==> src/gfdi_pkg.sv <==
// shared types and constants of the gyro frame deframer and integrator
`default_nettype none
package gfdi_pkg;

   localparam int unsigned FRAME_LEN = 18;
   localparam int unsigned STORE_LEN = FRAME_LEN - 1;
   localparam int unsigned POS_W = 5;
   localparam logic [POS_W-1:0] LAST_POS = POS_W'(FRAME_LEN - 1);
   localparam logic [7:0] HEADER_BYTE = 8'hFF;

   localparam int unsigned RATE_W = 16;
   localparam int unsigned PROD_W = 32;
   localparam int unsigned OUT_SUM_W = 64;
   localparam int unsigned TICK_W = 48;
   localparam int unsigned RSP_DATA_W = 336;

   typedef enum logic [1:0] {
      STATUS_OK       = 2'd0,
      STATUS_HEADER   = 2'd1,
      STATUS_CHECKSUM = 2'd2
   } frame_status_type;

endpackage
`default_nettype wire

==> src/gyro_frame_deframer_integrator_unit.sv <==
// Rate-gyro frame deframer and integrator: 18-byte frames in, one result per frame out.
//
// req_* is a byte stream (tdata[7:0] = rx_byte); framing rests on the byte count
// alone, byte 0 must be 0xFF and byte 17 is the 8-bit sum of bytes 0..16.
// rsp_* carries one item per frame: tuser = frame_status, tdata = decoded rates,
// temperature, tick stamp, elapsed ticks of this frame and the running saturated
// sums of rate times ticks for each axis plus the tick total.
// One byte is taken every cycle while req_tready is high. Bytes 0..16 go into a
// byte store and a running checksum. The last byte of a frame enters a
// three-register path: decode and delta, then the three 16x17 multipliers, then
// the saturating accumulators and the result register.
// Only one result is in flight: the last byte of the next frame waits while an
// earlier result is still in the path or not yet taken by the receiver; the
// other bytes of that frame are still taken meanwhile.
// Reset clears the byte count, checksum, first-frame flag, stamp, sums and
// the tick total; the byte store holds no reset value.
`default_nettype none
module gyro_frame_deframer_integrator_unit
   import gfdi_pkg::*;
#(
   parameter int unsigned SUM_WIDTH = 64
) (
   input  wire logic                  clock,
   input  wire logic                  reset,
   input  wire logic                  req_tvalid,
   output      logic                  req_tready,
   input  wire logic [7:0]            req_tdata,   // [7:0] rx_byte
   output      logic                  rsp_tvalid,
   input  wire logic                  rsp_tready,
   output      logic [RSP_DATA_W-1:0] rsp_tdata,   // roll_rate, pitch_rate, yaw_rate, temp_raw,
                                                   // tick_stamp, delta_ticks, roll_angle_sum,
                                                   // pitch_angle_sum, yaw_angle_sum, elapsed_ticks
   output      logic [1:0]            rsp_tuser    // [1:0] frame_status
);

   logic [POS_W-1:0] pos_ff, pos_in;
   logic [7:0] csum_ff, csum_in;
   logic [7:0] frame_ff [STORE_LEN];
   logic first_ff, first_in;
   logic [15:0] prev_ff, prev_in;

   logic s1_valid_ff;
   frame_status_type s1_status_ff, status_in;
   logic signed [RATE_W-1:0] s1_rate_ff [3];
   logic [15:0] s1_temp_ff, s1_stamp_ff, s1_delta_ff, delta_in, stamp_in;

   logic s2_valid_ff;
   frame_status_type s2_status_ff;
   logic signed [RATE_W-1:0] s2_rate_ff [3];
   logic [15:0] s2_temp_ff, s2_stamp_ff, s2_delta_ff;
   logic signed [PROD_W-1:0] s2_prod_ff [3];
   logic signed [PROD_W-1:0] prod_in [3];
   logic signed [16:0] delta_s;

   logic out_valid_ff, out_valid_in;
   frame_status_type out_status_ff;
   logic [15:0] out_rate_ff [3];
   logic [15:0] out_temp_ff, out_stamp_ff, out_delta_ff;

   logic signed [SUM_WIDTH-1:0] sums_ff [3];
   logic signed [SUM_WIDTH-1:0] sums_in [3];
   logic signed [SUM_WIDTH:0] wide [3];
   logic [TICK_W-1:0] tick_ff, tick_in;
   logic [TICK_W:0] tick_sum;

   logic signed [OUT_SUM_W-1:0] sum_out [3];

   logic req_fire, last_byte, rsp_busy;

   assign last_byte = (pos_ff == LAST_POS);
   assign rsp_busy = s1_valid_ff || s2_valid_ff || (out_valid_ff && !rsp_tready);
   assign req_tready = !last_byte || !rsp_busy;
   assign req_fire = req_tvalid && req_tready;

   // byte count, checksum and frame end decode
   always_comb begin
      pos_in = pos_ff;
      csum_in = csum_ff;
      first_in = first_ff;
      prev_in = prev_ff;
      stamp_in = {frame_ff[15], frame_ff[16]};
      if (frame_ff[0] != HEADER_BYTE) begin
         status_in = STATUS_HEADER;
      end else if (req_tdata != csum_ff) begin
         status_in = STATUS_CHECKSUM;
      end else begin
         status_in = STATUS_OK;
      end
      delta_in = '0;
      if (status_in == STATUS_OK && !first_ff) begin
         delta_in = prev_ff - stamp_in;
      end
      if (req_fire) begin
         if (last_byte) begin
            pos_in = '0;
            csum_in = '0;
            if (status_in == STATUS_OK) begin
               first_in = 1'b0;
               prev_in = stamp_in;
            end
         end else begin
            pos_in = pos_ff + 1'b1;
            csum_in = csum_ff + req_tdata;
         end
      end
   end

   // products and saturating accumulation
   assign delta_s = signed'({1'b0, s1_delta_ff});

   always_comb begin
      for (int a = 0; a < 3; a++) begin
         prod_in[a] = s1_rate_ff[a] * delta_s;
         wide[a] = (SUM_WIDTH + 1)'(sums_ff[a]) + (SUM_WIDTH + 1)'(s2_prod_ff[a]);
         if (wide[a][SUM_WIDTH] != wide[a][SUM_WIDTH-1]) begin
            sums_in[a] = wide[a][SUM_WIDTH] ? {1'b1, {(SUM_WIDTH - 1){1'b0}}}
                                            : {1'b0, {(SUM_WIDTH - 1){1'b1}}};
         end else begin
            sums_in[a] = wide[a][SUM_WIDTH-1:0];
         end
         sum_out[a] = OUT_SUM_W'(sums_ff[a]);
      end
      tick_sum = {1'b0, tick_ff} + (TICK_W + 1)'(s2_delta_ff);
      tick_in = tick_sum[TICK_W] ? '1 : tick_sum[TICK_W-1:0];
   end

   always_comb begin
      out_valid_in = out_valid_ff;
      if (s2_valid_ff) begin
         out_valid_in = 1'b1;
      end else if (rsp_tready) begin
         out_valid_in = 1'b0;
      end
   end

   always_ff @(posedge clock) begin
      if (reset) begin
         pos_ff <= '0;
         csum_ff <= '0;
         first_ff <= 1'b1;
         prev_ff <= '0;
         s1_valid_ff <= 1'b0;
         s2_valid_ff <= 1'b0;
         out_valid_ff <= 1'b0;
         tick_ff <= '0;
         for (int a = 0; a < 3; a++) begin
            sums_ff[a] <= '0;
         end
      end else begin
         pos_ff <= pos_in;
         csum_ff <= csum_in;
         first_ff <= first_in;
         prev_ff <= prev_in;
         s1_valid_ff <= req_fire && last_byte;
         s2_valid_ff <= s1_valid_ff;
         out_valid_ff <= out_valid_in;
         if (s2_valid_ff) begin
            tick_ff <= tick_in;
            for (int a = 0; a < 3; a++) begin
               sums_ff[a] <= sums_in[a];
            end
         end
      end
   end

   always_ff @(posedge clock) begin
      if (req_fire && !last_byte) begin
         frame_ff[pos_ff] <= req_tdata;
      end
      if (req_fire && last_byte) begin
         s1_status_ff <= status_in;
         s1_rate_ff[0] <= signed'({frame_ff[1], frame_ff[2]});
         s1_rate_ff[1] <= signed'({frame_ff[3], frame_ff[4]});
         s1_rate_ff[2] <= signed'({frame_ff[5], frame_ff[6]});
         s1_temp_ff <= {frame_ff[13], frame_ff[14]};
         s1_stamp_ff <= stamp_in;
         s1_delta_ff <= delta_in;
      end
      if (s1_valid_ff) begin
         s2_status_ff <= s1_status_ff;
         s2_temp_ff <= s1_temp_ff;
         s2_stamp_ff <= s1_stamp_ff;
         s2_delta_ff <= s1_delta_ff;
         for (int a = 0; a < 3; a++) begin
            s2_rate_ff[a] <= s1_rate_ff[a];
            s2_prod_ff[a] <= prod_in[a];
         end
      end
      if (s2_valid_ff) begin
         out_status_ff <= s2_status_ff;
         out_temp_ff <= s2_temp_ff;
         out_stamp_ff <= s2_stamp_ff;
         out_delta_ff <= s2_delta_ff;
         for (int a = 0; a < 3; a++) begin
            out_rate_ff[a] <= s2_rate_ff[a];
         end
      end
   end

   assign rsp_tvalid = out_valid_ff;
   assign rsp_tuser = out_status_ff;
   assign rsp_tdata = {tick_ff, sum_out[2], sum_out[1], sum_out[0], out_delta_ff,
                       out_stamp_ff, out_temp_ff, out_rate_ff[2], out_rate_ff[1],
                       out_rate_ff[0]};

endmodule
`default_nettype wire

==> config.mk <==
export PLATFORM = sky130hd
export DESIGN_NAME = gyro_frame_deframer_integrator_unit
export DESIGN_NICKNAME = d
export VERILOG_FILES = /design/src/gfdi_pkg.sv /design/src/gyro_frame_deframer_integrator_unit.sv
export SDC_FILE = /design/constraint.sdc
export NUM_CORES = 2
export LEC_CHECK = 0
export BUFFER_PORTS_ARGS = -buffer_cell sky130_fd_sc_hd__buf_2
export CAP_MARGIN = 20
export CORE_MARGIN = 2
export CORE_UTILIZATION = 45
export CTS_CLUSTER_SIZE = 10
export DETAILED_ROUTE_END_ITERATION = 12
export GPL_TIMING_DRIVEN = 0
export HOLD_SLACK_MARGIN = 0.08
export PLACE_DENSITY = 0.67
export SYNTH_ARGS = -nofsm -noshare
export SYNTH_HDL_FRONTEND = slang
export SYNTH_SLANG_ARGS = --single-unit
==> constraint.sdc <==
create_clock -name clock -period 9.05 [get_ports clock]
set_input_delay 1.81 -clock clock [delete_from_list [all_inputs] [get_ports clock]]
set_output_delay 1.81 -clock clock [all_outputs]
set_load 0.05 [all_outputs]
Word-level counts from Yosys, hierarchy flattened

Memory sizes are Yosys's and may differ from the RTL's. A register that Yosys moved wholly into a read port is not among the register bits.
Cells that the tools add are included.

Bits in registers: 215
RAM bits: 568
Bits of input ports: 12
Output and inout port bits: 340
Logic and storage cells: 87
Memories kept: 6

Memories:

| name        | depth | bits a word | rd ports | clocked after Yosys merged registers in | write ports | line                                      | source |
|---|---|---|---|---|---|---|---|
| sums_ff     | 3     | 64          | 3        | 0                                       | 3           | gyro_frame_deframer_integrator_unit.sv:60 | `logic signed [SUM_WIDTH-1:0] sums_ff [3];` |
| frame_ff    | 17    | 8           | 11       | 2                                       | 1           | gyro_frame_deframer_integrator_unit.sv:38 | `logic [7:0] frame_ff [STORE_LEN];` |
| s2_prod_ff  | 3     | 32          | 3        | 0                                       | 3           | gyro_frame_deframer_integrator_unit.sv:51 | `logic signed [PROD_W-1:0] s2_prod_ff [3];` |
| out_rate_ff | 3     | 16          | 3        | 0                                       | 3           | gyro_frame_deframer_integrator_unit.sv:57 | `logic [15:0] out_rate_ff [3];` |
| s1_rate_ff  | 3     | 16          | 3        | 0                                       | 3           | gyro_frame_deframer_integrator_unit.sv:44 | `logic signed [RATE_W-1:0] s1_rate_ff [3];` |
| s2_rate_ff  | 3     | 16          | 3        | 0                                       | 3           | gyro_frame_deframer_integrator_unit.sv:49 | `logic signed [RATE_W-1:0] s2_rate_ff [3];` |

Add/sub/neg operators: 7
Multipliers: 3
Equal/unequal tests: 6
Muxes and demuxes: 28
Bitwise logic cells: 3
Reduce and logical (&&, ||, !) cells: 15

Operators with widths:

| cell                  | number |
|---|---|
| $mux W64              | 9 |
| $add A64 B32 Y65      | 3 |
| $mul A16 B17 Y32      | 3 |
| $add A48 B16 Y49      | 1 |
| $mux W48              | 1 |
| $sub A16 B16 Y16      | 1 |
| $mux W1               | 14 |
| $add A8 B8 Y8         | 1 |
| $mux W8               | 1 |
| $ne A8 B8 Y1          | 1 |
| $ne A8 B8 Y1 const B  | 1 |
| $add A5 B1 Y5 const B | 1 |
| $eq A5 B5 Y1 const B  | 1 |
| $logic_and A1 B1 Y1   | 5 |
| $mux W5               | 1 |
| $logic_not A1 Y1      | 4 |
| $mux W2               | 2 |
| $logic_or A1 B1 Y1    | 3 |
| $ne A1 B1 Y1          | 3 |
| $or A1 B1 Y1          | 3 |
| $reduce_and A3 Y1     | 1 |
| $logic_not A2 Y1      | 1 |
| $reduce_bool A2 Y1    | 1 |

Longest topological paths before layout

Depth after elaboration: 9
Depth in mapped cells: 27
Depth with buffers taken out: 25

Worst setup path after synthesis

Ideal clock, no wire load.

Path type: register to register
Start point: register s1_valid_ff
End point: register s1_delta_ff[0] (enable)
Setup time: 0.556 ns
Arrival time: 9.384 ns
Required time: 8.494 ns
Slack: -0.890 ns
Stages on the path, launching flop included: 5
Path buffers: 1
Clock period less this slack: 9.940 ns
Cell sequence: dfxtp_1 -> o31ai_1 -> nand2_1 -> clkbuf_1 -> nor2_1

Word-level cells in the longest chain between the ends: 6

Ends and longest elaborated chain:

| item                            | line                                       | source |
|---|---|---|
| start, declared                 | gyro_frame_deframer_integrator_unit.sv:42  | `logic s1_valid_ff;` |
| start signal, assigned          | gyro_frame_deframer_integrator_unit.sv:154 | `s1_valid_ff <= req_fire && last_byte;` |
| $logic_or A1 B1 Y1 (2 in a row) | gyro_frame_deframer_integrator_unit.sv:71  | `assign rsp_busy = s1_valid_ff \|\| s2_valid_ff \|\| (out_valid_ff && !rsp_tready);` |
| $logic_not A1 Y1                | gyro_frame_deframer_integrator_unit.sv:72  | `assign req_tready = !last_byte \|\| !rsp_busy;` |
| $logic_or A1 B1 Y1              | gyro_frame_deframer_integrator_unit.sv:72  |  |
| named net req_tready            | gyro_frame_deframer_integrator_unit.sv:26  | `output logic req_tready,` |
| $logic_and A1 B1 Y1             | gyro_frame_deframer_integrator_unit.sv:73  | `assign req_fire = req_tvalid && req_tready;` |
| $logic_and A1 B1 Y1             | gyro_frame_deframer_integrator_unit.sv:170 | `if (req_fire && last_byte) begin` |
| end signal, assigned            | gyro_frame_deframer_integrator_unit.sv:177 | `s1_delta_ff <= delta_in;` |
| end, declared                   | gyro_frame_deframer_integrator_unit.sv:45  | `logic [15:0] s1_temp_ff, s1_stamp_ff, s1_delta_ff, delta_in, stamp_in;` |

The timed path passes the listed nets, and every way through them passes these cells.
A chain may end at the register's enable or synchronous reset.

==> run_results.csv <==
group,metric,value,unit
critical_path,critPathLaunch,"s1_delta_ff[4]$_SDFFCE_PN0P_",
layout,syn2layout_area_growth,11.5,%
power,p_total,7.87,mW
critical_path,crit_slowest_cell,"clkbuf_1",
critical_path,cp_max_fo,10,
critical_path,setup.worst_path.start_class,"flop",
critical_path,max_stage_delay,800,ps
synthesis,synth_flop_cell,"edfxtp_1",
sta,rsz0062_at_grt,"no",
critical_path,crit_cells,24,
clock_tree,cts_root_buf,"clkbuf_16",
placement,dp_hpwl,140000,um
synthesis,syn_inst,6238,
synthesis,synth-async-reset-ratio,0,
critical_path,timing.rr.start,"s1_delta_ff[4]$_SDFFCE_PN0P_",
sta,period_share,0.920,
power,power.switching,1.91,mW
clock_tree,cts_buffers,92,
power,intPower,5.95,mW
sta,holdWs,375,ps
critical_path,path_cells,"clkbuf_1, clkbuf_1, nand2_1, fa_1, inv_1, fa_1, fa_1, fa_1, fa_1, inv_1, fa_1, inv_1, ha_1, a21oi_1, o21ai_0, a2111oi_0, o211ai_1, nand2_1, o211ai_1, a31o_2, a21o_1, a21o_1, a21oi_1, xnor2_1",
critical_path,critPathCapture,"s2_prod_ff[0][30]$_DFFE_PP_",
global_route,grt_max_degree,66,
die,core_area,141000,um^2
clock_tree,post_cts_buffers,0,
layout,ff_latch_area,21700,um^2
die,fp-row-count,138,
critical_path,critical-path-top-cell-by-count,"fa_1",
synthesis,yosysSeqAreaShare,0.340,
clock_tree,cts_tree,"yes",
placement,place_congestion,0.957,
layout,final_nets,7886,
die,die_y,381,um
global_route,grt_pass1_wl,279000,um
synthesis,syn_avg_cell_area,10.3,um^2
synthesis,yosys_warnings,0,
die,die-area,145000,um^2
outcome,status,"completed",
critical_path,cp.arrival,8760,ps
clock_tree,clk_pin_slew,70,ps
sta,min_period,8320,ps
placement,placed_cells,8496,
layout,final_common_cell,"inv_1",
critical_path,worstSetupEndpointType,"flop",
global_route,track_usage,0.248,
clock_tree,htree_levels,3,
layout,layout_common_cells,"821 x inv_1, 670 x edfxtp_1, 611 x nand2_1, 588 x fa_1, 585 x ha_1",
detailed_routing,drcViolationCount,0,
critical_path,worstSetupPathType,"flop to flop",
sta,slew_headroom,0.226,
sta,setup_viol,0,
placement,portBuffers,351,
job,cap_viol_max_count,0,
global_route,antenna_found_initial,7,
critical_path,reg2reg_depth,24,
synthesis,yosysTopAreaCellShare,0.314,
synthesis,synth_seq_cells,751,
die,die_w,381,um
critical_path,critPathBufInv,5,
clock_tree,clock_path_buffers,3,
die,start_util,0.453,
synthesis,syn_nets,7423,
sta,tightest_slew,1160,ps
sta,max_freq,120,MHz
layout,multiInputGateArea,38100,um^2
layout,drive_gt1_frac,0.0890,
power,leakage,31.8,nW
die,ioPinCount,352,
layout,stdcell_count,8667,
critical_path,required,9490,ps
layout,fillCellCount,12900,
power,p_clk_frac,0.445,
detailed_routing,post_drt_wl_per_cell,20.8,um
synthesis,synth_cell_types,101,
detailed_routing,vias,47600,
synthesis,synthTopCellsByArea,"edfxtp_1 31%, fa_1 18%, ha_1 11%",
power,pwr-share-comb,0.070,
critical_path,r2r_slack,730,ps
power,p_sw_frac,0.243,
detailed_routing,firstDrtPassIters,6,
global_route,grt_pass1_vias,48300,
synthesis,synth.cell_area,64000,um^2
detailed_routing,via_per_inst,5.49,
power,peakVddDrop,0.183,mV
detailed_routing,routed_wl,180000,um
worst_hold_path,hp-class,"flop to flop",
power,power.density,110,nW/um^2
synthesis,synth_top_area_cell,"edfxtp_1",
sta,hold_viol,0,
detailed_routing,drt_first_iter_violations,3482,
critical_path,r2r_end,"s2_prod_ff[0][30]$_DFFE_PP_",
power,seqPwrFrac,0.484,
detailed_routing,ant_nets,0,
critical_path,critPathTopFamily,"adder cells",
global_route,grt_remaining_overflow,0,
clock_tree,postCtsResizedCells,0,
sta,clock_skew,42.8,ps
clock_tree,cts.hold.buffers_added,0,
synthesis,synth_edf_count,670,
sta,drv_slew,0,
clock_tree,numClockSinks,751,
clock_tree,clock_latency,710,ps
==> cells by family after synthesis <==
group	synth area share
fa+ha+maj	0.298
flops	0.340
mux	0.00395
xor+xnor	0.0411
compound gates	0.120
simple gates	0.132
buf+inv	0.0656
==> worst register-to-register path, stage by stage, from the launching register on <==
cell and delay [ps]:
edfxtp_1 580, clkbuf_1 810, clkbuf_1 720, nand2_1 150, fa_1 530, inv_1 70, fa_1 550, fa_1 420
fa_1 470, fa_1 500, inv_1 50, fa_1 470, inv_1 40, ha_1 340, a21oi_1 160, o21ai_0 120
a2111oi_0 570, o211ai_1 290, nand2_1 200, o211ai_1 140, a31o_2 290, a21o_1 200, a21o_1 180, a21oi_1 160
xnor2_1 100
==> cells in the mapped netlist (14+ instances only) <==
library cell and number:
inv_1 821, edfxtp_1 670, nand2_1 611, fa_1 588, ha_1 585, a21oi_1 397, and2_1 387, nor2_1 271
o21ai_0 234, clkbuf_1 230, xnor2_1 177, a21o_1 140, xor2_1 123, dfxtp_1 81, nand3_1 77, nor3_1 72
nand4_1 67, nand2b_1 58, o21bai_1 53, and3_1 52, a211oi_1 42, nor2b_1 36, a31oi_1 34, o21a_1 30
o21ai_1 29, o21ai_2 29, o211ai_1 27, mux2i_1 23, a21boi_0 20, o31ai_1 20, or2_2 17, or3_1 16
and4_1 14, buf_6 14, nor4_1 14
==> power by group through the flow <==
stage	Combinational, mW	Clock (mW)	Sequential (mW)
floorplan	0.301	0	3.98
global placement	0.537	0	3.89
detailed placement	0.546	0	3.88
CTS	0.550	3.59	3.81
global route	0.600	3.72	3.81
finish	0.553	3.50	3.81
==> sequential cells by signal, indices dropped and copies added, names as in the netlist, 2 cells and up <==
name and cells:
s1_delta_ff 16, csum_ff 8, s2_status_ff 2, s2_delta_ff 16, s2_temp_ff 16, s2_stamp_ff 16, s2_rate_ff 48, s1_stamp_ff 16
out_delta_ff 16, prev_ff 16, s1_rate_ff 48, s1_temp_ff 16, frame_ff 88, rsp_tuser 2, out_rate_ff 48, sums_ff 192
s1_status_ff 2, out_temp_ff 16, pos_ff 5, out_stamp_ff 16, s2_prod_ff 96, tick_ff 48
==> worst min path at each step <==
stage | startpoint | end | cells past startpoint
2_1_floorplan | s2_rate_ff[0][0]$_DFFE_PP_ | out_rate_ff[0][0]$_DFFE_PP_ | 0
3_3_place_gp | frame_ff[3][6]$_DFFE_PP_ | s1_rate_ff[0][30]$_DFFE_PP_ | 0
3_5_place_dp | s2_rate_ff[0][0]$_DFFE_PP_ | out_rate_ff[0][0]$_DFFE_PP_ | 0
4_1_cts | s2_rate_ff[0][16]$_DFFE_PP_ | out_rate_ff[0][16]$_DFFE_PP_ | 0
5_1_grt | s2_rate_ff[0][16]$_DFFE_PP_ | out_rate_ff[0][16]$_DFFE_PP_ | 0
6_report | s2_rate_ff[0][16]$_DFFE_PP_ | out_rate_ff[0][16]$_DFFE_PP_ | 0
==> per-stage QoR <==
stage / utilization / TNS, ps / setup slack (ps) / instance area, um^2
after global placement: 0.482 / -195540 / -1450 / 68100
after CTS: 0.504 / 0 / 807 / 71300
final: 0.504 / 0 / 727 / 71300
after global routing: 0.504 / 0 / 467 / 71300
after detailed placement: 0.484 / 0 / 828 / 68500
after floorplan: - / 0 / 762 / 64000
==> metal layers <==
layer,global-route usage,wire length [um],vias to the layer above
li1,-,-,22100
met3,0.0599,15700,334
met5,0,53,-
met4,0.0930,6920,8
met2,0.386,80300,1675
met1,0.335,77300,23500
==> area by class of cell <==
class                   instances  area share
well taps                    1890      0.0331
flip-flops and latches        751       0.305
plain buffers                 262      0.0156
inverters                     822      0.0433
multi-input cells            4403       0.534
clock inverters                25     0.00405
clock buffers                 144      0.0353
repair buffers                369      0.0302
diodes                          1   0.0000351
(Power assumes the default switching activity.)
